File: src/design/oale_pkg.sv
// Package for the ordered array list engine: codes, control word and microcode table.
`timescale 1ns / 1ps
`default_nettype none

package oale_pkg;

    localparam int DEPTH_DEF     = 32;
    localparam int WORD_BITS_DEF = 32;

    localparam int FIELD_W = 32;
    localparam int EXT_W   = 64;

    localparam logic [2:0] M_APPEND = 3'd0;
    localparam logic [2:0] M_INSERT = 3'd1;
    localparam logic [2:0] M_EDIT   = 3'd2;
    localparam logic [2:0] M_DELETE = 3'd3;
    localparam logic [2:0] M_READ   = 3'd4;
    localparam logic [2:0] M_FIND   = 3'd5;

    localparam logic [2:0] ST_OK        = 3'd0;
    localparam logic [2:0] ST_FULL      = 3'd1;
    localparam logic [2:0] ST_INVALID   = 3'd2;
    localparam logic [2:0] ST_EMPTY     = 3'd3;
    localparam logic [2:0] ST_NOT_FOUND = 3'd4;

    localparam int UPC_W = 4;

    localparam logic [UPC_W-1:0] U_IDLE = 4'd0;
    localparam logic [UPC_W-1:0] U_DONE = 4'd1;
    localparam logic [UPC_W-1:0] U_APP  = 4'd2;
    localparam logic [UPC_W-1:0] U_INS1 = 4'd3;
    localparam logic [UPC_W-1:0] U_INS2 = 4'd4;
    localparam logic [UPC_W-1:0] U_EDT  = 4'd5;
    localparam logic [UPC_W-1:0] U_DEL1 = 4'd6;
    localparam logic [UPC_W-1:0] U_DEL2 = 4'd7;
    localparam logic [UPC_W-1:0] U_DELE = 4'd8;
    localparam logic [UPC_W-1:0] U_RD1  = 4'd9;
    localparam logic [UPC_W-1:0] U_RD2  = 4'd10;
    localparam logic [UPC_W-1:0] U_FND0 = 4'd11;
    localparam logic [UPC_W-1:0] U_FND1 = 4'd12;

    localparam logic [1:0] PTR_HOLD = 2'd0;
    localparam logic [1:0] PTR_INC  = 2'd1;
    localparam logic [1:0] PTR_DEC  = 2'd2;

    localparam logic [1:0] CNT_HOLD = 2'd0;
    localparam logic [1:0] CNT_INC  = 2'd1;
    localparam logic [1:0] CNT_DEC  = 2'd2;

    localparam logic [2:0] RD_PTR = 3'd0;
    localparam logic [2:0] RD_M1  = 3'd1;
    localparam logic [2:0] RD_M2  = 3'd2;
    localparam logic [2:0] RD_P1  = 3'd3;
    localparam logic [2:0] RD_P2  = 3'd4;

    localparam logic WR_VAL   = 1'b0;
    localparam logic WR_RDATA = 1'b1;

    localparam logic [2:0] C_ALWAYS     = 3'd0;
    localparam logic [2:0] C_PTR_NE_POS = 3'd1;
    localparam logic [2:0] C_PM1_NE_POS = 3'd2;
    localparam logic [2:0] C_P1_NE_CNT  = 3'd3;
    localparam logic [2:0] C_P2_NE_CNT  = 3'd4;
    localparam logic [2:0] C_CNT_ZERO   = 3'd5;
    localparam logic [2:0] C_HIT_OR_END = 3'd6;

    typedef struct packed {
        logic [1:0]       ptr_op;
        logic [1:0]       cnt_op;
        logic [2:0]       rd_sel;
        logic             wr_en;
        logic             wr_src;
        logic             rd_cap;
        logic             hit_cap;
        logic             done;
        logic [2:0]       cond;
        logic [UPC_W-1:0] jmp;
        logic [UPC_W-1:0] nxt;
    } ctrl_t;

    function automatic ctrl_t ucode(input logic [UPC_W-1:0] upc);
        ctrl_t w;
        w = '0;
        w.jmp = U_DONE;
        w.nxt = U_DONE;
        unique case (upc)
            U_DONE:
            begin
                w.done = 1'b1;
            end
            U_APP:
            begin
                w.wr_en  = 1'b1;
                w.wr_src = WR_VAL;
                w.cnt_op = CNT_INC;
            end
            U_INS1:
            begin
                w.rd_sel = RD_M1;
                w.cond   = C_PTR_NE_POS;
                w.jmp    = U_INS2;
                w.nxt    = U_APP;
            end
            U_INS2:
            begin
                w.wr_en  = 1'b1;
                w.wr_src = WR_RDATA;
                w.rd_sel = RD_M2;
                w.ptr_op = PTR_DEC;
                w.cond   = C_PM1_NE_POS;
                w.jmp    = U_INS2;
                w.nxt    = U_APP;
            end
            U_EDT:
            begin
                w.wr_en  = 1'b1;
                w.wr_src = WR_VAL;
            end
            U_DEL1:
            begin
                w.rd_sel = RD_P1;
                w.cond   = C_P1_NE_CNT;
                w.jmp    = U_DEL2;
                w.nxt    = U_DELE;
            end
            U_DEL2:
            begin
                w.wr_en  = 1'b1;
                w.wr_src = WR_RDATA;
                w.rd_sel = RD_P2;
                w.ptr_op = PTR_INC;
                w.cond   = C_P2_NE_CNT;
                w.jmp    = U_DEL2;
                w.nxt    = U_DELE;
            end
            U_DELE:
            begin
                w.cnt_op = CNT_DEC;
            end
            U_RD1:
            begin
                w.rd_sel = RD_PTR;
                w.jmp    = U_RD2;
            end
            U_RD2:
            begin
                w.rd_cap = 1'b1;
            end
            U_FND0:
            begin
                w.rd_sel = RD_PTR;
                w.ptr_op = PTR_INC;
                w.cond   = C_CNT_ZERO;
                w.nxt    = U_FND1;
            end
            U_FND1:
            begin
                w.rd_sel  = RD_PTR;
                w.ptr_op  = PTR_INC;
                w.hit_cap = 1'b1;
                w.cond    = C_HIT_OR_END;
                w.nxt     = U_FND1;
            end
            default:
            begin
                w.jmp = U_IDLE;
                w.nxt = U_IDLE;
            end
        endcase
        return w;
    endfunction

endpackage

`default_nettype wire

File: src/design/oale_if.sv
// Request and response channel interfaces of the ordered array list engine.
`timescale 1ns / 1ps
`default_nettype none

interface oale_req_if;
    logic        valid;
    logic        ready;
    logic [2:0]  mode;
    logic [7:0]  position;
    logic [31:0] item_value;

    modport source (output valid, output mode, output position, output item_value,
                    input ready);
    modport sink (input valid, input mode, input position, input item_value,
                  output ready);
endinterface

interface oale_rsp_if;
    logic        valid;
    logic        ready;
    logic [2:0]  status;
    logic [31:0] read_value;
    logic [7:0]  found_position;
    logic [5:0]  entry_total;
    logic        is_empty;
    logic        is_full;

    modport source (output valid, output status, output read_value, output found_position,
                    output entry_total, output is_empty, output is_full, input ready);
    modport sink (input valid, input status, input read_value, input found_position,
                  input entry_total, input is_empty, input is_full, output ready);
endinterface

`default_nettype wire

File: src/design/oale_store.sv
// Entry memory of the list: one write port and one registered read port.
`timescale 1ns / 1ps
`default_nettype none

module oale_store
    import oale_pkg::*;
#(
    parameter int DEPTH     = DEPTH_DEF,
    parameter int WORD_BITS = WORD_BITS_DEF,
    localparam int IDX_W    = $clog2(DEPTH)
)
(
    input  wire logic                 clk,
    input  wire logic                 wr_en,
    input  wire logic [IDX_W-1:0]     wr_addr,
    input  wire logic [WORD_BITS-1:0] wr_data,
    input  wire logic [IDX_W-1:0]     rd_addr,
    output logic      [WORD_BITS-1:0] rd_data
);

    logic [WORD_BITS-1:0] mem [DEPTH];
    logic [WORD_BITS-1:0] rd_data_reg;

    always_ff @(posedge clk)
    begin
        if (wr_en)
        begin
            mem[wr_addr] <= wr_data;
        end
    end

    always_ff @(posedge clk)
    begin
        rd_data_reg <= mem[rd_addr];
    end

    assign rd_data = rd_data_reg;

endmodule

`default_nettype wire

File: src/design/ordered_array_list_engine.sv
// Top level of the ordered array list engine: microcoded sequencer around the entry memory.
//
//   Channel  Direction  Transaction carries
//   req      in         mode, position, item_value
//   rsp      out        status, read_value, found_position, entry_total, is_empty, is_full
//
// Error cases go from acceptance straight to the done step, which loads the response register;
// append and edit pass through their write step first, and read through U_RD1 and U_RD2. Insert,
// delete and find walk the entry memory one entry per cycle before the done step.
// The sequencer is idle again as the response loads, so the next request can be taken from then on.
// Reset clears the entry count, the sequencer and the response valid; the memory is not cleared.
// A new request is taken whenever the sequencer is idle, even while a response waits to be taken.
// A stalled response holds the sequencer in its final step until the response register frees.
`timescale 1ns / 1ps
`default_nettype none

module ordered_array_list_engine
    import oale_pkg::*;
#(
    parameter int DEPTH     = DEPTH_DEF,
    parameter int WORD_BITS = WORD_BITS_DEF
)
(
    input wire logic clk,
    input wire logic rst_n,
    oale_req_if.sink   req,
    oale_rsp_if.source rsp
);

    localparam int IDX_W = $clog2(DEPTH);
    localparam int CNT_W = $clog2(DEPTH + 1);
    localparam int CMP_W = (CNT_W + 1 > 8) ? CNT_W + 1 : 8;

    logic [UPC_W-1:0]     upc_reg, upc_next;
    logic [CNT_W-1:0]     cnt_reg, cnt_next;
    logic [CNT_W-1:0]     ptr_reg, ptr_next;
    logic [7:0]           pos_reg, pos_next;
    logic [WORD_BITS-1:0] val_reg, val_next;
    logic [2:0]           status_reg, status_next;
    logic [FIELD_W-1:0]   rd_reg, rd_next;
    logic [7:0]           fpos_reg, fpos_next;
    logic                 rsp_valid_reg, rsp_valid_next;
    logic [2:0]           out_status_reg, out_status_next;
    logic [FIELD_W-1:0]   out_rd_reg, out_rd_next;
    logic [7:0]           out_fpos_reg, out_fpos_next;
    logic [5:0]           out_total_reg, out_total_next;
    logic                 out_empty_reg, out_empty_next;
    logic                 out_full_reg, out_full_next;

    ctrl_t                cw;
    logic                 req_fire;
    logic                 out_free;
    logic                 out_load;
    logic                 is_full_now;
    logic [CMP_W-1:0]     cnt_x;
    logic [CMP_W-1:0]     ptr_x;
    logic [CMP_W-1:0]     pos_x;
    logic [CMP_W-1:0]     pos_in_x;
    logic [CMP_W-1:0]     rd_addr_x;
    logic                 hit;
    logic                 cond_true;
    logic                 mem_wr_en;
    logic [WORD_BITS-1:0] mem_wr_data;
    logic [WORD_BITS-1:0] mem_rd_data;

    assign cw          = ucode(upc_reg);
    assign req.ready   = (upc_reg == U_IDLE);
    assign req_fire    = req.valid && req.ready;
    assign out_free    = !rsp_valid_reg || rsp.ready;
    assign is_full_now = (cnt_reg == CNT_W'(DEPTH));
    assign cnt_x       = CMP_W'(cnt_reg);
    assign ptr_x       = CMP_W'(ptr_reg);
    assign pos_x       = CMP_W'(pos_reg);
    assign pos_in_x    = CMP_W'(req.position);
    assign hit         = (mem_rd_data == val_reg);

    always_comb
    begin
        case (cw.cond)
            C_PTR_NE_POS: cond_true = (ptr_x != pos_x);
            C_PM1_NE_POS: cond_true = (ptr_x - CMP_W'(1) != pos_x);
            C_P1_NE_CNT:  cond_true = (ptr_x + CMP_W'(1) != cnt_x);
            C_P2_NE_CNT:  cond_true = (ptr_x + CMP_W'(2) != cnt_x);
            C_CNT_ZERO:   cond_true = (cnt_reg == '0);
            C_HIT_OR_END: cond_true = hit || (ptr_x == cnt_x);
            default:      cond_true = 1'b1;
        endcase
    end

    always_comb
    begin
        case (cw.rd_sel)
            RD_M1:   rd_addr_x = ptr_x - CMP_W'(1);
            RD_M2:   rd_addr_x = ptr_x - CMP_W'(2);
            RD_P1:   rd_addr_x = ptr_x + CMP_W'(1);
            RD_P2:   rd_addr_x = ptr_x + CMP_W'(2);
            default: rd_addr_x = ptr_x;
        endcase
    end

    assign mem_wr_en   = (upc_reg != U_IDLE) && cw.wr_en;
    assign mem_wr_data = (cw.wr_src == WR_RDATA) ? mem_rd_data : val_reg;

    oale_store #(
        .DEPTH     (DEPTH),
        .WORD_BITS (WORD_BITS)
    ) u_store (
        .clk     (clk),
        .wr_en   (mem_wr_en),
        .wr_addr (ptr_reg[IDX_W-1:0]),
        .wr_data (mem_wr_data),
        .rd_addr (rd_addr_x[IDX_W-1:0]),
        .rd_data (mem_rd_data)
    );

    always_comb
    begin
        upc_next        = upc_reg;
        cnt_next        = cnt_reg;
        ptr_next        = ptr_reg;
        pos_next        = pos_reg;
        val_next        = val_reg;
        status_next     = status_reg;
        rd_next         = rd_reg;
        fpos_next       = fpos_reg;
        out_load        = 1'b0;

        if (upc_reg == U_IDLE)
        begin
            if (req_fire)
            begin
                pos_next    = req.position;
                val_next    = WORD_BITS'(EXT_W'(req.item_value));
                rd_next     = '0;
                fpos_next   = '0;
                status_next = ST_OK;
                ptr_next    = CNT_W'(req.position);
                upc_next    = U_DONE;
                case (req.mode)
                    M_APPEND:
                    begin
                        ptr_next = cnt_reg;
                        if (is_full_now)
                            status_next = ST_FULL;
                        else
                            upc_next = U_APP;
                    end
                    M_INSERT:
                    begin
                        ptr_next = cnt_reg;
                        if (is_full_now)
                            status_next = ST_FULL;
                        else if (pos_in_x > cnt_x)
                            status_next = ST_INVALID;
                        else
                            upc_next = U_INS1;
                    end
                    M_EDIT:
                    begin
                        if (pos_in_x >= cnt_x)
                            status_next = ST_INVALID;
                        else
                            upc_next = U_EDT;
                    end
                    M_DELETE:
                    begin
                        if (cnt_reg == '0)
                            status_next = ST_EMPTY;
                        else if (pos_in_x >= cnt_x)
                            status_next = ST_INVALID;
                        else
                            upc_next = U_DEL1;
                    end
                    M_READ:
                    begin
                        if (pos_in_x >= cnt_x)
                            status_next = ST_INVALID;
                        else
                            upc_next = U_RD1;
                    end
                    M_FIND:
                    begin
                        ptr_next    = '0;
                        status_next = ST_NOT_FOUND;
                        upc_next    = U_FND0;
                    end
                    default:
                    begin
                        upc_next = U_DONE;
                    end
                endcase
            end
        end
        else if (cw.done)
        begin
            if (out_free)
            begin
                out_load = 1'b1;
                upc_next = U_IDLE;
            end
        end
        else
        begin
            upc_next = cond_true ? cw.jmp : cw.nxt;
            case (cw.ptr_op)
                PTR_INC: ptr_next = ptr_reg + CNT_W'(1);
                PTR_DEC: ptr_next = ptr_reg - CNT_W'(1);
                default: ptr_next = ptr_reg;
            endcase
            case (cw.cnt_op)
                CNT_INC: cnt_next = cnt_reg + CNT_W'(1);
                CNT_DEC: cnt_next = cnt_reg - CNT_W'(1);
                default: cnt_next = cnt_reg;
            endcase
            if (cw.rd_cap)
                rd_next = FIELD_W'(EXT_W'(mem_rd_data));
            if (cw.hit_cap && hit)
            begin
                status_next = ST_OK;
                fpos_next   = 8'(ptr_x - CMP_W'(1));
            end
        end
    end

    always_comb
    begin
        rsp_valid_next  = rsp_valid_reg && !rsp.ready;
        out_status_next = out_status_reg;
        out_rd_next     = out_rd_reg;
        out_fpos_next   = out_fpos_reg;
        out_total_next  = out_total_reg;
        out_empty_next  = out_empty_reg;
        out_full_next   = out_full_reg;
        if (out_load)
        begin
            rsp_valid_next  = 1'b1;
            out_status_next = status_reg;
            out_rd_next     = rd_reg;
            out_fpos_next   = fpos_reg;
            out_total_next  = 6'(cnt_reg);
            out_empty_next  = (cnt_reg == '0);
            out_full_next   = is_full_now;
        end
    end

    always_ff @(posedge clk or negedge rst_n)
    begin
        if (!rst_n)
        begin
            upc_reg       <= U_IDLE;
            cnt_reg       <= '0;
            rsp_valid_reg <= 1'b0;
        end
        else
        begin
            upc_reg       <= upc_next;
            cnt_reg       <= cnt_next;
            rsp_valid_reg <= rsp_valid_next;
        end
    end

    always_ff @(posedge clk)
    begin
        ptr_reg        <= ptr_next;
        pos_reg        <= pos_next;
        val_reg        <= val_next;
        status_reg     <= status_next;
        rd_reg         <= rd_next;
        fpos_reg       <= fpos_next;
        out_status_reg <= out_status_next;
        out_rd_reg     <= out_rd_next;
        out_fpos_reg   <= out_fpos_next;
        out_total_reg  <= out_total_next;
        out_empty_reg  <= out_empty_next;
        out_full_reg   <= out_full_next;
    end

    assign rsp.valid          = rsp_valid_reg;
    assign rsp.status         = out_status_reg;
    assign rsp.read_value     = out_rd_reg;
    assign rsp.found_position = out_fpos_reg;
    assign rsp.entry_total    = out_total_reg;
    assign rsp.is_empty       = out_empty_reg;
    assign rsp.is_full        = out_full_reg;

    a_count_bound: assert property (@(posedge clk) disable iff (!rst_n)
        cnt_reg <= CNT_W'(DEPTH))
        else $error("Entry count exceeds the list depth.");

    a_accept_starts: assert property (@(posedge clk) disable iff (!rst_n)
        req_fire |=> (upc_reg != U_IDLE))
        else $error("Accepted transaction did not start the sequencer.");

    a_no_overwrite: assert property (@(posedge clk) disable iff (!rst_n)
        out_load |-> (!rsp_valid_reg || rsp.ready))
        else $error("Response register loaded while holding an untaken response.");

    a_count_step: assert property (@(posedge clk) disable iff (!rst_n)
        (upc_reg != U_IDLE) |=> (cnt_reg == $past(cnt_reg)
            || cnt_reg == $past(cnt_reg) + CNT_W'(1)
            || cnt_reg == $past(cnt_reg) - CNT_W'(1)))
        else $error("Entry count changed by more than one in a cycle.");

endmodule

`default_nettype wire

File: src/flat_wrapper.sv
// flat-port wrapper written by rule: the top's interface ports become plain ports
module ordered_array_list_engine_flat import oale_pkg::*;
#(
    parameter int DEPTH     = DEPTH_DEF,
    parameter int WORD_BITS = WORD_BITS_DEF
)
  (clk, rst_n, req_valid, req_mode, req_position, req_item_value, req_ready, rsp_valid, rsp_status, rsp_read_value, rsp_found_position, rsp_entry_total, rsp_is_empty, rsp_is_full, rsp_ready);
  oale_req_if req_i ();
  oale_rsp_if rsp_i ();
  input wire logic clk;
  input wire logic rst_n;
  input wire logic [$bits(req_i.valid)-1:0] req_valid;
  input wire logic [$bits(req_i.mode)-1:0] req_mode;
  input wire logic [$bits(req_i.position)-1:0] req_position;
  input wire logic [$bits(req_i.item_value)-1:0] req_item_value;
  output wire logic [$bits(req_i.ready)-1:0] req_ready;
  output wire logic [$bits(rsp_i.valid)-1:0] rsp_valid;
  output wire logic [$bits(rsp_i.status)-1:0] rsp_status;
  output wire logic [$bits(rsp_i.read_value)-1:0] rsp_read_value;
  output wire logic [$bits(rsp_i.found_position)-1:0] rsp_found_position;
  output wire logic [$bits(rsp_i.entry_total)-1:0] rsp_entry_total;
  output wire logic [$bits(rsp_i.is_empty)-1:0] rsp_is_empty;
  output wire logic [$bits(rsp_i.is_full)-1:0] rsp_is_full;
  input wire logic [$bits(rsp_i.ready)-1:0] rsp_ready;
  assign req_i.valid = req_valid;
  assign req_i.mode = req_mode;
  assign req_i.position = req_position;
  assign req_i.item_value = req_item_value;
  assign req_ready = req_i.ready;
  assign rsp_valid = rsp_i.valid;
  assign rsp_status = rsp_i.status;
  assign rsp_read_value = rsp_i.read_value;
  assign rsp_found_position = rsp_i.found_position;
  assign rsp_entry_total = rsp_i.entry_total;
  assign rsp_is_empty = rsp_i.is_empty;
  assign rsp_is_full = rsp_i.is_full;
  assign rsp_i.ready = rsp_ready;
  ordered_array_list_engine #(.DEPTH(DEPTH), .WORD_BITS(WORD_BITS)) u_core (.clk(clk), .rst_n(rst_n), .req(req_i), .rsp(rsp_i));
endmodule
File: config.mk
export PLATFORM = sky130hd
export DESIGN_NAME = ordered_array_list_engine_flat
export DESIGN_NICKNAME = d
export VERILOG_FILES = /design/src/design/oale_pkg.sv /design/src/design/oale_if.sv /design/src/design/oale_store.sv /design/src/design/ordered_array_list_engine.sv /design/src/flat_wrapper.sv
export SDC_FILE = /design/constraint.sdc
export NUM_CORES = 1
export LEC_CHECK = 0
export ABC_AREA = 0
export BUFFER_PORTS_ARGS = -buffer_cell sky130_fd_sc_hd__buf_2
export CORE_MARGIN = 3
export CORE_UTILIZATION = 56
export CTS_BUF_LIST = sky130_fd_sc_hd__clkbuf_16
export DETAILED_ROUTE_END_ITERATION = 8
export GPL_ROUTABILITY_DRIVEN = 1
export PLACE_DENSITY = 0.75
export RECOVER_POWER = 25
export SYNTH_ARGS = -nofsm -noshare
export SYNTH_HDL_FRONTEND = slang
export SYNTH_SLANG_ARGS = --single-unit
File: constraint.sdc
create_clock -name clk -period 3.9 [get_ports clk]
set_input_delay 0.195 -clock clk [delete_from_list [all_inputs] [get_ports clk]]
set_output_delay 0.195 -clock clk [all_outputs]
set_load 0.01 [all_outputs]
; ---- Word level (Yosys, flattened, before mapping)
; Memory sizes are Yosys's and may differ from the RTL's. A register that Yosys moved wholly into a read port is not among the register bits.
; Cells that the tools add are included.
[totals]
reg_bits = 151
latch_bits = 0
mem_bits_rw = 1024
mem_bits_ro = 0
input_bits = 47
word_cells = 157
n_memories = 1
[memory_table]
columns = memory, words, width, rd, rd_ports_with_merged_regs, write_ports, line_no
row1 = u_core.u_store.mem, 32, 32, 1, 1, 1, oale_store.sv:21  ; logic [WORD_BITS-1:0] mem [DEPTH];
[op_classes]
add_sub_neg = 8
mul = 0
div = 0
magnitude_cmp = 2
eq_ne = 41
shifts = 0
muxes = 56
bitwise = 2
n_reduce_logical = 32
[op_table]
columns = op, n
row1 = 2-to-1 mux 32 bit, 5
row2 = one-hot mux 6 bit (2 select lines), 3
row3 = == test 32 bit, 1
row4 = 2-to-1 mux 4 bit, 8
row5 = 2-to-1 mux 8 bit, 4
row6 = one-hot mux 4 bit (4 select lines), 2
row7 = 2-to-1 mux 3 bit, 8
row8 = one-hot mux 4 bit (6 select lines), 1
row9 = "== test 4 bit, second input constant", 5
row10 = one-hot mux 5 bit (4 select lines), 1
row11 = "== test 3 x 2 -> 1 bit, second input constant", 6
row12 = "== test 3 bit, second input constant", 6
row13 = 2-to-1 mux 6 bit, 3
row14 = one-hot mux 3 bit (6 select lines), 1
row15 = "== test 4 x 3 -> 1 bit, second input constant", 4
row16 = one-hot mux 3 bit (5 select lines), 1
row17 = != test 7 x 6 -> 1 bit, 2
row18 = OR reduction 2 bit, 7
row19 = "adder 6 x 1 -> 6 bit, second input constant", 2
row20 = one-hot mux 2 bit (2 select lines), 3
row21 = one-hot mux 3 bit (4 select lines), 1
row22 = AND reduction 3 bit, 4
row23 = "subtractor 6 x 1 -> 6 bit, second input constant", 2
row24 = 2-to-1 mux 1 bit, 10
row25 = other kinds (34), 51

; ---- Longest topological paths before layout
[depth]
depth_word = 7
depth_mapped = 15
mapped_depth_nobuf = 13

; ---- By module
; A second synthesis with hierarchy kept.
[unflattened]
hier_cells = 2850
hier_area_um2 = 48049.8
[by_module_without_submodules]
columns = module, n_inst, cells_each, area_each_um2
row1 = oale_store, 1, 2260, 40492.6
row2 = ordered_array_list_engine, 1, 590, 7557.2

; ---- Worst setup path after synthesis
; OpenSTA, ideal clock, no wires.
[synth_timing]
kind = reg2reg
from = register u_core.upc_reg[2]
to = memory u_core.u_store.mem[15][0] in the netlist's numbering (enable)
arrival_time_ns = 3.425
t_required_ns = 3.439
path_slack_ns = 0.015
path_stages_with_launch = 7
path_buffers = 2
cell_sequence = dfrtp_1 > buf_4 > buf_2 > xnor2_1 > nor2_1 > nand2_1 > nor3_1
[synth_between]
elab_chain_len = 6
elab_cells_between_ends = 11
cone_classes = eq/ne (4) / mux (3) / reduce/logical (4)
[synth_lines]
columns = element, line_no
row1 = "start, declared", ordered_array_list_engine.sv:34  ; logic [UPC_W-1:0] upc_reg, upc_next;
row2 = "start signal, assigned", ordered_array_list_engine.sv:256  ; upc_reg <= upc_next;
row3 = == test 4 x 3 -> 1 bit or == test 4 x 2 -> 1 bit (tied branches), oale_pkg.sv:86  ; unique case (upc)
row4 = OR reduction 2 bit (no line), -
row5 = one-hot mux 2 bit (2 select lines), oale_pkg.sv:86
row6 = logical AND 1 bit *, ordered_array_list_engine.sv:101  ; assign mem_wr_en = (upc_reg != U_IDLE) && cw.wr_en;
row7 = 2-to-1 mux 1 bit *, oale_store.sv:26  ; if (wr_en)
row8 = 2-to-1 mux 1 bit (not written as such) *, oale_store.sv:28  ; mem[wr_addr] <= wr_data;
row9 = "end, declared", oale_store.sv:21
; Mark *: on every way between the ends. The rest lies on a longest branch, timed or not.

; ---- Worst setup path in the final report
[layout_timing]
from = register u_core.upc_reg[0]
to = memory u_core.u_store.mem[14][16] in the netlist's numbering (enable)
; The elaborated chain is that of the path after synthesis.

==> run summary <==
Hpwl dp -> 68200 um
Fillers -> 5782
Hold path depth -> 2
Chip height -> 301 um
Clk Latency, worst-skew pair -> 0.69 ns
Largest family of logic cells by synthesized area -> simple AND/OR/NAND/NOR gates
P_leak -> 18.6 nW
MaxCap Viol Count -> 4
CTS tree -> built
Compound-cell area share of the yosys netlist -> 9.15%
Slew margin rel. -> -19.4%
Synth Area in Adders -> 0.672%
Share of cells above drive strength 1 -> 10.2%
Crit path DAT -> 3.80 ns
Ys Warns -> 0
Final hold vios -> 0
Startpoint types -> register
Antenna Nets Post-Route -> 0
CTS Buf Count -> 112
Core Rows -> 107
Reg area -> 35800 sq um
Mux cell area share after synthesis -> 2.81%
PwrDens -> 755 nW/um^2
Multi-input gate area -> 12000 sq um
Clock transition at path regs -> 0.06 ns
Worst r2r src -> u_core.upc_reg[0]$_DFFE_PN0P_
Top FF cell, synth -> edfxtp_1
Hold path start -> req_item_value[0]
Root buffer cell -> clkbuf_16
Drt wl/cell -> 28.8 um
Final WL -> 135000 um
Worst slew pin tran -> 1.79 ns
Worst-case reg-to-reg path depth -> 7
Reg2Reg Setup Slack -> 0.37 ns
Critical path class -> register to register
PortBufs -> 99
Avg Vias per Cell -> 6.61
Routed via count -> 31.1k
Top Ports -> 100
Initial Utilization -> 56.8%
Total iterations of the first detailed-routing run -> 5
Synth cell types -> 69
Period Utilization, post-route -> 90.6%
Synth Register Bits -> 1205
Fmax achieved -> 0.283 GHz
Initial antenna violation count -> 6
Synth Area in XOR/XNOR -> 1.24%
Asr flop ratio synth -> 0.913%
Met2 Resource Use GR -> 47.6%
Gpl congestion -> 0.903
Layer with the highest usage -> met2
Finished Cell Area -> 55500 sq um
Violated checks -> capacitance limit, slew limit
Cell count after placement -> 4440
M1 GR Usage -> 38.7%
Post-layout total power -> 41.9 mW
Die area -> 90700 sq um
Max reg flops -> 1024
Avg Inst Size Synth -> 14.6 sq um
Chip Width -> 301 um
Final TNS setup -> 0 ns
Mapped Area -> 48800 sq um
Nets -> 3530
Biggest register -> u_core.u_store.mem
Setup crit end kind -> register
Crit path time final -> 3.53 ns
Post-synth EDFFs -> 1162
Fin util -> 64.6%
All-Layer GR Usage -> 29.6%
First-pass GRT wire length -> 196000 um
Syn nets -> 3410
Simple-gate portion of the synthesized area -> 10.1%
Vias in the first global route -> 29.7k
Syn Inst Count -> 3338
Placed inst area -> 51400 sq um
GR Util met3 -> 6.52%
Min-Delay Path Class -> input pin to register
GRT overflow -> 0
Final-report max-slew violation count -> 138
Setup violators final -> 0
Clock Sinks -> 1205
Area grow syn2layout -> 13.7%
Status -> complete, but fails checks
Fin cells -> 4702
H-tree levels -> 3
Unrepaired setup endpoints after global routing -> false
Clock Path Buffers -> 3
Crit path required time -> 4.17 ns
Residual DRC count -> 0
Peak VDD IR -> 611 uV
DRT iter0 DRCs -> 4694
Sequential cell area fraction in the yosys report -> 73.4%
Fin Clk Skew -> 0.0335 ns
Critical path peak fanout -> 32
FF-to-FF End -> u_core.u_store.mem[14][16]$_DFFE_PP_
Core area -> 85800 sq um
Hold path endpoint -> u_core.val_reg[0]$_DFFE_PP_
Largest net degree at the start of global routing -> 97
[cells by family (layout without fill, tap and decap cells)]
group / after synthesis / count (layout)
XOR/XNOR: 69 / 69
other: 0 / 2
flip-flops: 1205 / 1205
buffers and inverters: 279 / 497
AND/OR/NAND/NOR: 1047 / 1047
adder cells (fa/ha/maj): 25 / 25
AO/OA/AOI/OAI: 580 / 580
multiplexers: 133 / 133
[per-layer routing]
metal	wire length, um	vias up
met2	63900	2172
met4	6910	2
met1	48100	15300
met5	15	-
li1	-	13200
met3	16500	432
[layout by cell type, fill, tap and decap left out, drive strengths merged, types with 16 or more instances in the layout]
| master | n |
|---|---|
| edfxtp | 1162 |
| nand2 | 547 |
| and3 | 197 |
| a211oi | 196 |
| clkbuf | 194 |
| a311oi | 193 |
| buf | 132 |
| nor3 | 116 |
| mux2i | 101 |
| a21oi | 93 |
| inv | 59 |
| xnor2 | 56 |
| nor2 | 55 |
| clkinv | 49 |
| dlygate4sd3 | 48 |
| nor2b | 39 |
| nor4 | 35 |
| o32ai | 32 |
| dfxtp | 32 |
| mux2 | 32 |
| ha | 23 |
| o21ai | 16 |
[synthesized netlist by cell type (3+ instances only)]
cell	count	area share, %
edfxtp_1	1162	72
nand2_1	546	4.2
and3_1	197	2.5
a211oi_1	194	3.0
a311oi_1	192	3.4
buf_2	118	1.2
nor3_1	116	1.2
clkbuf_1	115	0.89
mux2i_1	101	2.1
a21oi_1	93	0.95
xnor2_1	56	1.0
nor2_1	55	0.42
nor2b_1	39	0.50
nor4_1	35	0.45
dfxtp_1	32	1.3
mux2_2	32	0.74
o32ai_1	32	0.57
inv_1	25	0.19
ha_1	23	0.59
buf_4	15	0.23
o21ai_0	15	0.15
nand3_1	13	0.13
xor2_1	13	0.23
dfrtp_1	11	0.56
nand4_1	11	0.14
a221oi_1	7	0.13
nand2b_1	6	0.077
a21o_1	5	0.077
a31oi_1	5	0.064
buf_1	5	0.038
nand3b_1	4	0.062
nor4b_1	4	0.072
o21bai_1	4	0.062
or3_1	4	0.051
a211o_1	3	0.054
and2_1	3	0.038
o2111ai_1	3	0.054
o211ai_1	3	0.046
or4_1	3	0.046
[worst max-delay path by stage]
stage | from | endpoint | slack, ns | cells past startpoint
finish | u_core.upc_reg[0]$_DFFE_PN0P_ | u_core.u_store.mem[14][16]$_DFFE_PP_ | 0.37 | 7
global route | u_core.upc_reg[3]$_DFFE_PN0P_ | u_core.u_store.rd_data[7]$_DFF_P_ | 0.28 | 8
CTS | u_core.upc_reg[3]$_DFFE_PN0P_ | u_core.u_store.rd_data[7]$_DFF_P_ | 0.54 | 8
detailed placement | u_core.upc_reg[3]$_DFFE_PN0P_ | u_core.u_store.rd_data[7]$_DFF_P_ | 0.52 | 8
global placement | u_core.upc_reg[3]$_DFFE_PN0P_ | u_core.u_store.rd_data[7]$_DFF_P_ | 0.59 | 8
floorplan | u_core.upc_reg[2]$_DFFE_PN0P_ | u_core.u_store.mem[15][0]$_DFFE_PP_ | 0.01 | 6
[metrics by stage]
stage	setup slack (ns)	hold WS [ns]
global route	0.279	0.234
floorplan	0.0146	-0.101
CTS	0.536	0.216
finish	0.366	0.228
detailed placement	0.519	0.103
global placement	0.589	0.105
[power by group]
| group | total [mW] | internal, mW | switching (mW) | leakage [nW] |
|---|---|---|---|---|
| Combinational | 14.1 | 4.68 | 9.38 | 5.80 |
| Clock | 10.9 | 6.19 | 4.67 | 1.91 |
| Sequential | 16.9 | 16.0 | 0.899 | 10.9 |
[critical path, stage by stage, from the launching register on]
cell      delay [ns]
dfrtp_1         0.39
buf_4           0.24
nor2b_1         0.31
xnor2_1         0.11
nor2_1          0.28
nand2_1         0.27
nor3_2          0.15
clkbuf_2        1.28
[cell type report]
class | count | area share [%]
repair buffers | 259 | 4.41
clock inverters | 97 | 1.43
inverters | 26 | 0.176
clock buffers | 115 | 5.19
well taps | 1144 | 2.58
diodes | 2 | 0.00903
flip-flops and latches | 1205 | 64.6
multi-input cells | 1854 | 21.6
[what timing repair did]
item                                   CTS  global route
buffers inserted                         0             0
hold buffers                            48             0
endpoints found under the hold margin   60             0
resized for setup                        0             0
No activity file was read; power rests on OpenSTA's default activity.
